<file path="config.mk">
export PLATFORM = sky130hd
export DESIGN_NAME = cau_back
export DESIGN_NICKNAME = d
export VERILOG_FILES = /design/src/cau_pkg.sv /design/src/cau_back.sv
export SDC_FILE = /design/constraint.sdc
export NUM_CORES = 1
export LEC_CHECK = 0
export BUFFER_PORTS_ARGS = -buffer_cell sky130_fd_sc_hd__clkbuf_2
export CORE_AREA = 2 2 182 184
export DETAILED_ROUTE_END_ITERATION = 10
export DIE_AREA = 0 0 184 186
export PLACE_DENSITY = 0.4
export SLEW_MARGIN = 10
export SYNTH_ARGS = -nofsm -noshare
export SYNTH_HDL_FRONTEND = slang
export SYNTH_SLANG_ARGS = --single-unit
</file>
<file path="constraint.sdc">
create_clock -name clk -period 5.69 [get_ports clk]
set_clock_uncertainty 0.1 [all_clocks]
set_input_delay 0.2845 -clock clk [delete_from_list [all_inputs] [get_ports clk]]
set_output_delay 0.2845 -clock clk [all_outputs]
set_load 0.005 [all_outputs]
</file>
<file path="src/cau_pkg.sv">
package cau_pkg;

	localparam logic [2:0] OP_ADD  = 3'd0;
	localparam logic [2:0] OP_SUB  = 3'd1;
	localparam logic [2:0] OP_MUL  = 3'd2;
	localparam logic [2:0] OP_DIV  = 3'd3;
	localparam logic [2:0] OP_EQ   = 3'd4;
	localparam logic [2:0] OP_CONJ = 3'd5;

	localparam logic [1:0] ST_OK   = 2'd0;
	localparam logic [1:0] ST_DIVZ = 2'd1;
	localparam logic [1:0] ST_SAT  = 2'd2;

	localparam logic [63:0] DIV_ZERO_LIMIT = 64'd4;
	localparam int QW = 33;

	typedef struct packed {
		logic [2:0]         req_type;
		logic signed [31:0] a_real;
		logic signed [31:0] a_imag;
		logic signed [31:0] b_real;
		logic signed [31:0] b_imag;
	} in_t;

	typedef struct packed {
		logic signed [31:0] res_real;
		logic signed [31:0] res_imag;
		logic               is_equal;
		logic [1:0]         status;
	} out_t;

	typedef struct packed {
		logic [2:0]      op;
		out_t            res;
		logic            dz;
		logic            big_r;
		logic            big_i;
		logic            neg_r;
		logic            neg_i;
		logic [63:0]     d;
		logic [63:0]     rem_r;
		logic [63:0]     rem_i;
		logic [QW-1:0]   x_r;
		logic [QW-1:0]   x_i;
		logic [QW-1:0]   q_r;
		logic [QW-1:0]   q_i;
	} dv_t;

	function automatic logic signed [48:0] sx49(input logic [31:0] v);
		return $signed({{17{v[31]}}, v});
	endfunction

	// {saturated, value}
	function automatic logic [32:0] sat49(input logic signed [48:0] v);
		if (v > $signed(49'h0_0000_7FFF_FFFF))
			return {1'b1, 32'h7FFF_FFFF};
		else if (v < $signed(49'h1_FFFF_8000_0000))
			return {1'b1, 32'h8000_0000};
		else
			return {1'b0, v[31:0]};
	endfunction

endpackage

</file>
<file path="src/cau_back.sv">
module cau_back (
	input  logic          clk,
	input  logic          arst_n,
	input  logic          dv_valid,
	input  cau_pkg::dv_t  dv_data,
	output logic          up_en,
	output logic          out_valid,
	input  logic          out_stall,
	output cau_pkg::out_t out_item
);
	import cau_pkg::*;

	// {saturated, value}
	function automatic logic [32:0] fin(input logic [QW-1:0] q, input logic neg,
			input logic big);
		logic [QW-1:0] nq;
		nq = ~q + 1'b1;
		if (big)
			return {1'b1, neg ? 32'h8000_0000 : 32'h7FFF_FFFF};
		else if (neg)
			return (q > 33'h0_8000_0000) ? {1'b1, 32'h8000_0000} : {1'b0, nq[31:0]};
		else
			return (q > 33'h0_7FFF_FFFF) ? {1'b1, 32'h7FFF_FFFF} : {1'b0, q[31:0]};
	endfunction

	logic [32:0] fr, fi;
	out_t        res;

	always_comb begin
		fr = fin(dv_data.q_r, dv_data.neg_r, dv_data.big_r);
		fi = fin(dv_data.q_i, dv_data.neg_i, dv_data.big_i);
		res = dv_data.res;
		if (dv_data.op == OP_DIV) begin
			res.is_equal = 1'b0;
			if (dv_data.dz) begin
				res.res_real = '0;
				res.res_imag = '0;
				res.status = ST_DIVZ;
			end else begin
				res.res_real = fr[31:0];
				res.res_imag = fi[31:0];
				res.status = (fr[32] || fi[32]) ? ST_SAT : ST_OK;
			end
		end
	end

	assign up_en = !out_valid || !out_stall;

	always_ff @(posedge clk or negedge arst_n) begin
		if (!arst_n)
			out_valid <= 1'b0;
		else if (up_en)
			out_valid <= dv_valid;
	end

	always_ff @(posedge clk) begin
		if (up_en && dv_valid) out_item <= res;
	end

endmodule

</file>
; ---- Word-level counts from Yosys, hierarchy flattened
; Index checks and enable logic that the tools add are counted.
[word_totals]
reg_bits = 68
in_bits = 403
out_inout_bits = 69
word_cells = 33
[op_classes]
n_addsub = 2
order_cmp = 4
n_eq_ne = 1
mux = 14
n_bitwise = 2
reduce_logical = 5
[ops]
columns = cell, n
row1 = $mux W33, 8
row2 = $mux W67, 1
row3 = $gt A33 B31 Y1 const B, 2
row4 = $gt A33 B32 Y1 const B, 2
row5 = $add A32 B1 Y32 const B, 2
row6 = $mux W32, 2
row7 = $mux W64, 1
row8 = $not A32 Y32, 2
row9 = $mux W2, 2
row10 = $eq A3 B2 Y1 const B, 1
row11 = $logic_not A1 Y1, 2
row12 = $logic_or A1 B1 Y1, 2
row13 = $logic_and A1 B1 Y1, 1

; ---- Logic depth before layout (Yosys ltp)
; Gate-level depths: netlist of run 1.
[depth]
depth_word = 9
ltp_mapped = 10
depth_no_buf = 8

; ---- Least setup slack after synthesis of run 1
; No wires, ideal clock.
[synth_path]
kind = input to register
start = in dv_data[0] (netlist name)
end = reg out_item[13] (netlist name), data pin
setup_ns = 0.261
t_arrival_ns = 2.279
required_ns = 5.329
slack_ns = 3.051
stages = 8
path_buffers = 0
cell_sequence = inv_1 -> ha_1 -> or4b_4 -> or4_1 -> or3_1 -> xnor2_1 -> a21oi_1 -> a221o_1
[synth_rtl]
columns = element, line_no
row1 = "start, declared", cau_back.sv:5  ; input cau_pkg::dv_t dv_data,
row2 = "end signal, assigned", cau_back.sv:57  ; if (up_en && dv_valid) out_item <= res;
row3 = "end, declared", cau_back.sv:9  ; output cau_pkg::out_t out_item

==> flow_summary_export.csv, run 1 <==
group,metric,value,unit
synthesis,yosysUniqueCellTypes,66,
worst_hold_path,hold_class,"primary input to register",
placed_design,dpl.hpwl,20000,µm
cts,cts_root_buf,"clkbuf_16",
floorplan,num_rows,66,
critical_path,cp.required,5730,ps
run,maxCapViolations,0,
synthesis,synthCells,575,
cts,ctsResizeCount,0,
synthesis,synth_nets,982,
synthesis,synthArstFlopShare,1.47,%
routing,via_per_inst,4.64,
cts,clockBufferDepth,2,
cts,cts_inserted_buffers,9,
floorplan,pin_count,472,
synthesis,synthesis.area,0.00510,mm²
critical_path,worstSetupEndpointType,"register",
critical_path,startpoint,"dv_data[33]",
cts,htree_levels,3,
synthesis,ys_ff_latch,68,
synthesis,ys_warn_count,0,
synthesis,synth_seq_area_share,40.0,%
cts,path_clk_slew,60,ps
routing,drt_iter0_drc,344,
grt,grt_use_total,14.9,%
timing,maxSlewViolCount,0,
grt,antenna_found_initial,4,
final_layout,drive_gt1_share,32.2,%
timing,slew-limit-headroom,30.0,%
synthesis,synth_top_area_share,39.5,%
timing,max_freq,291,MHz
worst_hold_path,min_path_cells,2,
timing,final_hold_viol_count,0,
critical_path,r2r-end,"out_item[5]",
final_layout,nNetsFinal,1179,
critical_path,worstPathArrival,3470,ps
grt,grt_pass1_vias,5337,
grt,grt_overflow_total,0,
cts,clk_latency,350,ps
floorplan,die_height,186,µm
critical_path,rr_worst_depth,2,
synthesis,synth_area_leaders,"edfxtp_1 (39%), o21ai_0 (5.1%), nand2_1 (4.6%)",
routing,wl_per_cell,21.8,µm
worst_hold_path,holdCritStartpoint,"dv_valid",
timing,period_minus_slack,3430,ps
routing,via_count,5508,
timing,tightest_slew,1050,ps
synthesis,synth_common_cells,"edfxtp_1 (67), nand2_1 (63), o21ai_0 (52)",
critical_path,crit_fanout,12,
synthesis,synth_area_per_cell,8.86,µm²
timing,finalSetupViolCount,0,
timing,timing.final.ws_setup,2260,ps
timing,tns,0,ps
cts,clock_sinks,68,
synthesis,synth_edf_count,67,
critical_path,reg2reg_from,"out_valid",
grt,grt_pass1_wl,36300,µm
pwr,power_leakage,2.68,nW
cts,hold_buffers,1,
critical_path,r2r_slack,3480,ps
floorplan,dieArea,0.0342,mm²
floorplan,die_w,184,µm
cts,post-cts-setup-buffers,0,
routing,wl,25900,µm
timing,period_share,60.3,%
final_layout,synthToLayoutAreaGrowth,34.8,%
placed_design,place_congestion,0.824,
grt,grt_max_degree,68,
outcome,status,"finished clean",
pwr,ir_worst_vdd,0.124,mV
routing,postRouteAntennaNets,0,
synthesis,yosysMostFrequentCell,"edfxtp_1",
placed_design,pre_cts_slack,1950,ps
worst_hold_path,min_to,"out_valid",
routing,firstDrtPassIters,5,
routing,drc,0,
cts,tritoncts,"done",
placed_design,numPortBuffers,213,
critical_path,path_class,"primary input to register",
synthesis,yosys.area.top_type,"edfxtp_1",
synthesis,ys.flop_type,"edfxtp_1",
critical_path,worst_setup_path_start_kind,"primary input",
timing,grt_setup_unrepaired,"false",
pwr,p_per_area,208,mW/mm²
floorplan,coreArea,0.0322,mm²
floorplan,start_util,15.8,%
## cell usage in the layout (no fill, tap or decap), drive strengths merged, types with 17 or more instances in the layout
cell and n:
edfxtp 67, xor2 17, a21oi 32, nand2 64, o21ai 55, a221oi 19, nor2 47, clkbuf 225
nor3 30
## metal layers
metal / track usage (%) / share of wire, % / up-vias
li1: - / - / 2636
met1: 23.6 / 54 / 2667
met2: 19.6 / 38 / 191
met3: 3.15 / 6.1 / 14
met4: 4.26 / 1.4 / 0
met5: 0 / 0 / -
## state kept, by name, indices dropped and copies added, names as in the netlist
signal	cells
out_item	67
out_valid	1
## logic make-up (layout without fill, tap and decap cells)
logic type      after synthesis  in the layout  share of synthesized area [%]
compound gates              171            171                           22.1
simple gates                245            245                           25.8
mux                          14             14                           2.77
buf+inv                      44            245                           3.41
xor+xnor                     29             29                           4.98
flops                        68             68                           40.0
other cells                   0              4                              0
fa+ha+maj                     4              4                          0.982
## layout make-up
| type | count | area [µm²] |
|---|---|---|
| diodes | 4 | 10.0 |
| clock inverters | 3 | 15.0 |
| clock buffers | 12 | 236 |
| multi-input cells | 463 | 2890 |
| flip-flops and latches | 68 | 2040 |
| inverters | 8 | 30.0 |
| repair buffers | 222 | 1140 |
| well taps | 408 | 510 |
| fillers | 3694 | 25300 |
## through the flow
step / hold slack (ps) / cells / power (W) / area (µm²) / utilization (%)
3_3_place_gp: -33.0 / 1168 / 0.000908 / 6600 / 20.5
3_5_place_dp: -36.6 / 1168 / 0.000907 / 6600 / 20.5
2_1_floorplan: -111 / 575 / 0.000733 / 5100 / -
5_1_grt: 41.2 / 1185 / 0.00150 / 6860 / 21.3
4_1_cts: 30.3 / 1184 / 0.00145 / 6860 / 21.3
6_report: 47.1 / 1188 / 0.00143 / 6870 / 21.3
## worst max-delay path by stage
stage,to,cells past startpoint
after CTS,out_item[43],9
after floorplan,out_item[13],8
after global routing,out_item[43],9
after global placement,out_item[43],9
after detailed placement,out_item[43],9
final,out_item[43],9
## where the power goes
group	total [W]	switching, W	internal, W
clock	0.000529	0.000237	0.000291
sequential	0.000605	0.0000118	0.000593
combinational	0.000292	0.000181	0.000111
total	0.00143	0.000430	0.000995
## critical path: stages
cell and delay [ps]:
clkbuf_2 120, inv_1 100, ha_1 240, or4b_1 660
nor4_1 380, nand3_1 250, nand2_1 320, nand3_1 590
o31ai_1 500
(Power assumes the default switching activity.)
==> inputs of run 2 (changes only) <==
--- a/config.mk
+++ b/config.mk
@@ -6,10 +6,10 @@
 export NUM_CORES = 1
 export LEC_CHECK = 0
 export BUFFER_PORTS_ARGS = -buffer_cell sky130_fd_sc_hd__clkbuf_2
-export CORE_AREA = 2 2 182 184
+export CORE_AREA = 2 2 184 186
 export DETAILED_ROUTE_END_ITERATION = 10
-export DIE_AREA = 0 0 184 186
-export PLACE_DENSITY = 0.4
+export DIE_AREA = 0 0 186 188
+export PLACE_DENSITY = 0.39
 export SLEW_MARGIN = 10
 export SYNTH_ARGS = -nofsm -noshare
 export SYNTH_HDL_FRONTEND = slang
==> constraint.sdc (replaced) <==
create_clock -name clk -period 3.2 [get_ports clk]
set_clock_uncertainty 0.1 [all_clocks]
set_input_delay 0.16 -clock clk [delete_from_list [all_inputs] [get_ports clk]]
set_output_delay 0.16 -clock clk [all_outputs]
set_load 0.005 [all_outputs]
==> flow_summary_export.csv, run 2 (synthesis gave the netlist of run 1 again) <==
group,metric,value,unit
timing,tightest_slew,644,ps
cts,tritoncts,"done",
cts,ctsResizeCount,0,
critical_path,r2r-end,"out_item[15]",
floorplan,num_rows,67,
final_layout,synthToLayoutAreaGrowth,44.4,%
final_layout,final_area,0.00736,mm²
placed_design,pre_cts_slack,224,ps
timing,grt_setup_unrepaired,"false",
pwr,p_per_area,351,mW/mm²
floorplan,pin_count,472,
critical_path,path_class,"primary input to register",
grt,grt_pass1_wl,37600,µm
grt,antenna_found_initial,5,
final_layout,mostFrequentLayoutCells,"clkbuf_2 (213), edfxtp_1 (67), nand2_1 (63), o21ai_0 (52), nor2_1 (47)",
grt,grt_max_degree,55,
timing,finalSetupViolCount,0,
timing,period_minus_slack,2630,ps
critical_path,rr_worst_depth,3,
pwr,ir_worst_vdd,0.237,mV
cts,clock_sinks,68,
timing,max_freq,380,MHz
grt,grt_pass1_vias,5615,
final_layout,reg_top3,"out_item x67, out_valid x1",
worst_hold_path,hold_class,"primary input to register",
routing,drt_iter0_drc,382,
pwr,total_power,0.00258,W
critical_path,r2r_slack,1390,ps
placed_design,numPortBuffers,213,
placed_design,place_congestion,0.808,
final_layout,final_common_cell,"clkbuf_2",
cts,htree_levels,3,
routing,wl,26500,µm
floorplan,die_height,188,µm
routing,firstDrtPassIters,5,
floorplan,dieArea,0.0350,mm²
timing,tns,0,ps
critical_path,critical_path.top_delay_family,"simple AND/OR/NAND/NOR gates",
cts,path_clk_slew,60,ps
routing,wl_met1,13900,µm
routing,routed-wl-met2,10400,µm
routing,postRouteAntennaNets,0,
cts,cts_inserted_buffers,9,
critical_path,startpoint,"dv_data[0]",
routing,drc,0,
cts,clk_latency,350,ps
cts,clockBufferDepth,2,
critical_path,cp.required,3180,ps
final_layout,regMostFlops,"out_item",
critical_path,crit_path_end,"out_item[33]",
placed_design,dpl.hpwl,20800,µm
timing,final_hold_viol_count,0,
cts,post-cts-setup-buffers,0,
critical_path,worst_setup_path_start_kind,"primary input",
critical_path,reg2reg_from,"out_valid",
critical_path,crit_path_top_delay_cell,"or4b_4",
grt,grt_overflow_total,0,
cts,hold_buffers,14,
floorplan,coreArea,0.0331,mm²
routing,routed.top_layer,"met5",
timing,slew-limit-headroom,57.1,%
final_layout,drive_gt1_share,34.9,%
timing,whs,11.2,ps
routing,wl_per_cell,20.6,µm
timing,maxSlewViolCount,0,
timing,timing.final.ws_setup,572,ps
final_layout,nNetsFinal,1230,
critical_path,worstPathArrival,2610,ps
floorplan,start_util,15.4,%
routing,via_per_inst,4.41,
routing,dr_wl_met3,1690,µm
run,maxCapViolations,0,
critical_path,crit_fanout,6,
critical_path,path_buf_inv,2,
grt,grt_use_total,15.0,%
timing,period_share,82.1,%
final_layout,nFillCells,3716,
outcome,status,"finished clean",
cts,cts_root_buf,"clkbuf_16",
critical_path,max_stage_delay,510,ps
critical_path,path_cells,"clkbuf_2, inv_1, ha_1, or4b_4, or3_1, or4_4, o21ai_1, xor2_1, o211ai_1",
critical_path,cp.depth,9,
floorplan,die_w,186,µm
critical_path,worstSetupEndpointType,"register",
routing,via_count,5657,
placed_design,dpl_cell_area,0.00694,mm²
final_layout,largest_reg_flops,67,
pwr,power_leakage,2.92,nW
-- run 2: cell types whose count changed in the layout (fill, tap and decap cells not counted) --
cell / change
diode_2: +2
clkinv_1: +3
clkbuf_1: -3
buf_4: +37
buf_12: +1
clkinvlp_4: +1
dlygate4sd3_1: +13
-- run 2: final cells by class --
| cell class | instances | area, µm² | share of cell area [%] |
|---|---|---|---|
| Antenna cell | 6 | 15.0 | 0.204 |
| Clock buffer | 9 | 225 | 3.06 |
| Clock inverter | 7 | 33.8 | 0.459 |
| Tap cell | 448 | 561 | 7.62 |
| Sequential cell | 68 | 2040 | 27.7 |
| Timing Repair Buffer | 273 | 1560 | 21.3 |
| Multi-Input combinational cell | 463 | 2890 | 39.3 |
| Inverter | 8 | 30.0 | 0.408 |
-- run 2: per-stage QoR --
| stage | utilization [%] | instances |
|---|---|---|
| 2_1_floorplan | - | 575 |
| 3_3_place_gp | 21.0 | 1246 |
| 3_5_place_dp | 21.0 | 1246 |
| 4_1_cts | 22.2 | 1276 |
| 5_1_grt | 22.2 | 1277 |
| 6_report | 22.2 | 1282 |
-- run 2: how the worst min path moves through the flow --
stage | startpoint | end | slack [ps] | depth (start not counted)
floorplan | arst_n | out_valid | -240 | 0
global placement | arst_n | out_valid | -160 | 1
detailed placement | arst_n | out_valid | -160 | 1
CTS | dv_data[346] | out_item[17] | 0.7 | 2
global route | dv_data[329] | out_item[0] | 10 | 2
finish | dv_data[349] | out_item[20] | 10 | 3
-- run 2: per-layer routing --
metal / up-vias / global-route usage, %
li1: 2741 / -
met1: 2706 / 23.1
met2: 188 / 20.1
met3: 20 / 3.77
met4: 2 / 4.30
met5: - / 0
-- run 2: worst register-to-register path, stage by stage (launching register included) --
cell and delay (ps):
dfrtp_1 480, nand2_1 180, and2_4 300, buf_12 290
-- run 2: power by group --
group / total [W] / internal, W / leakage (nW) / switching [W]
logic: 0.000562 / 0.000232 / 2.14 / 0.000330
clock network: 0.000950 / 0.000513 / 0.128 / 0.000436
registers: 0.00107 / 0.00105 / 0.653 / 0.0000195
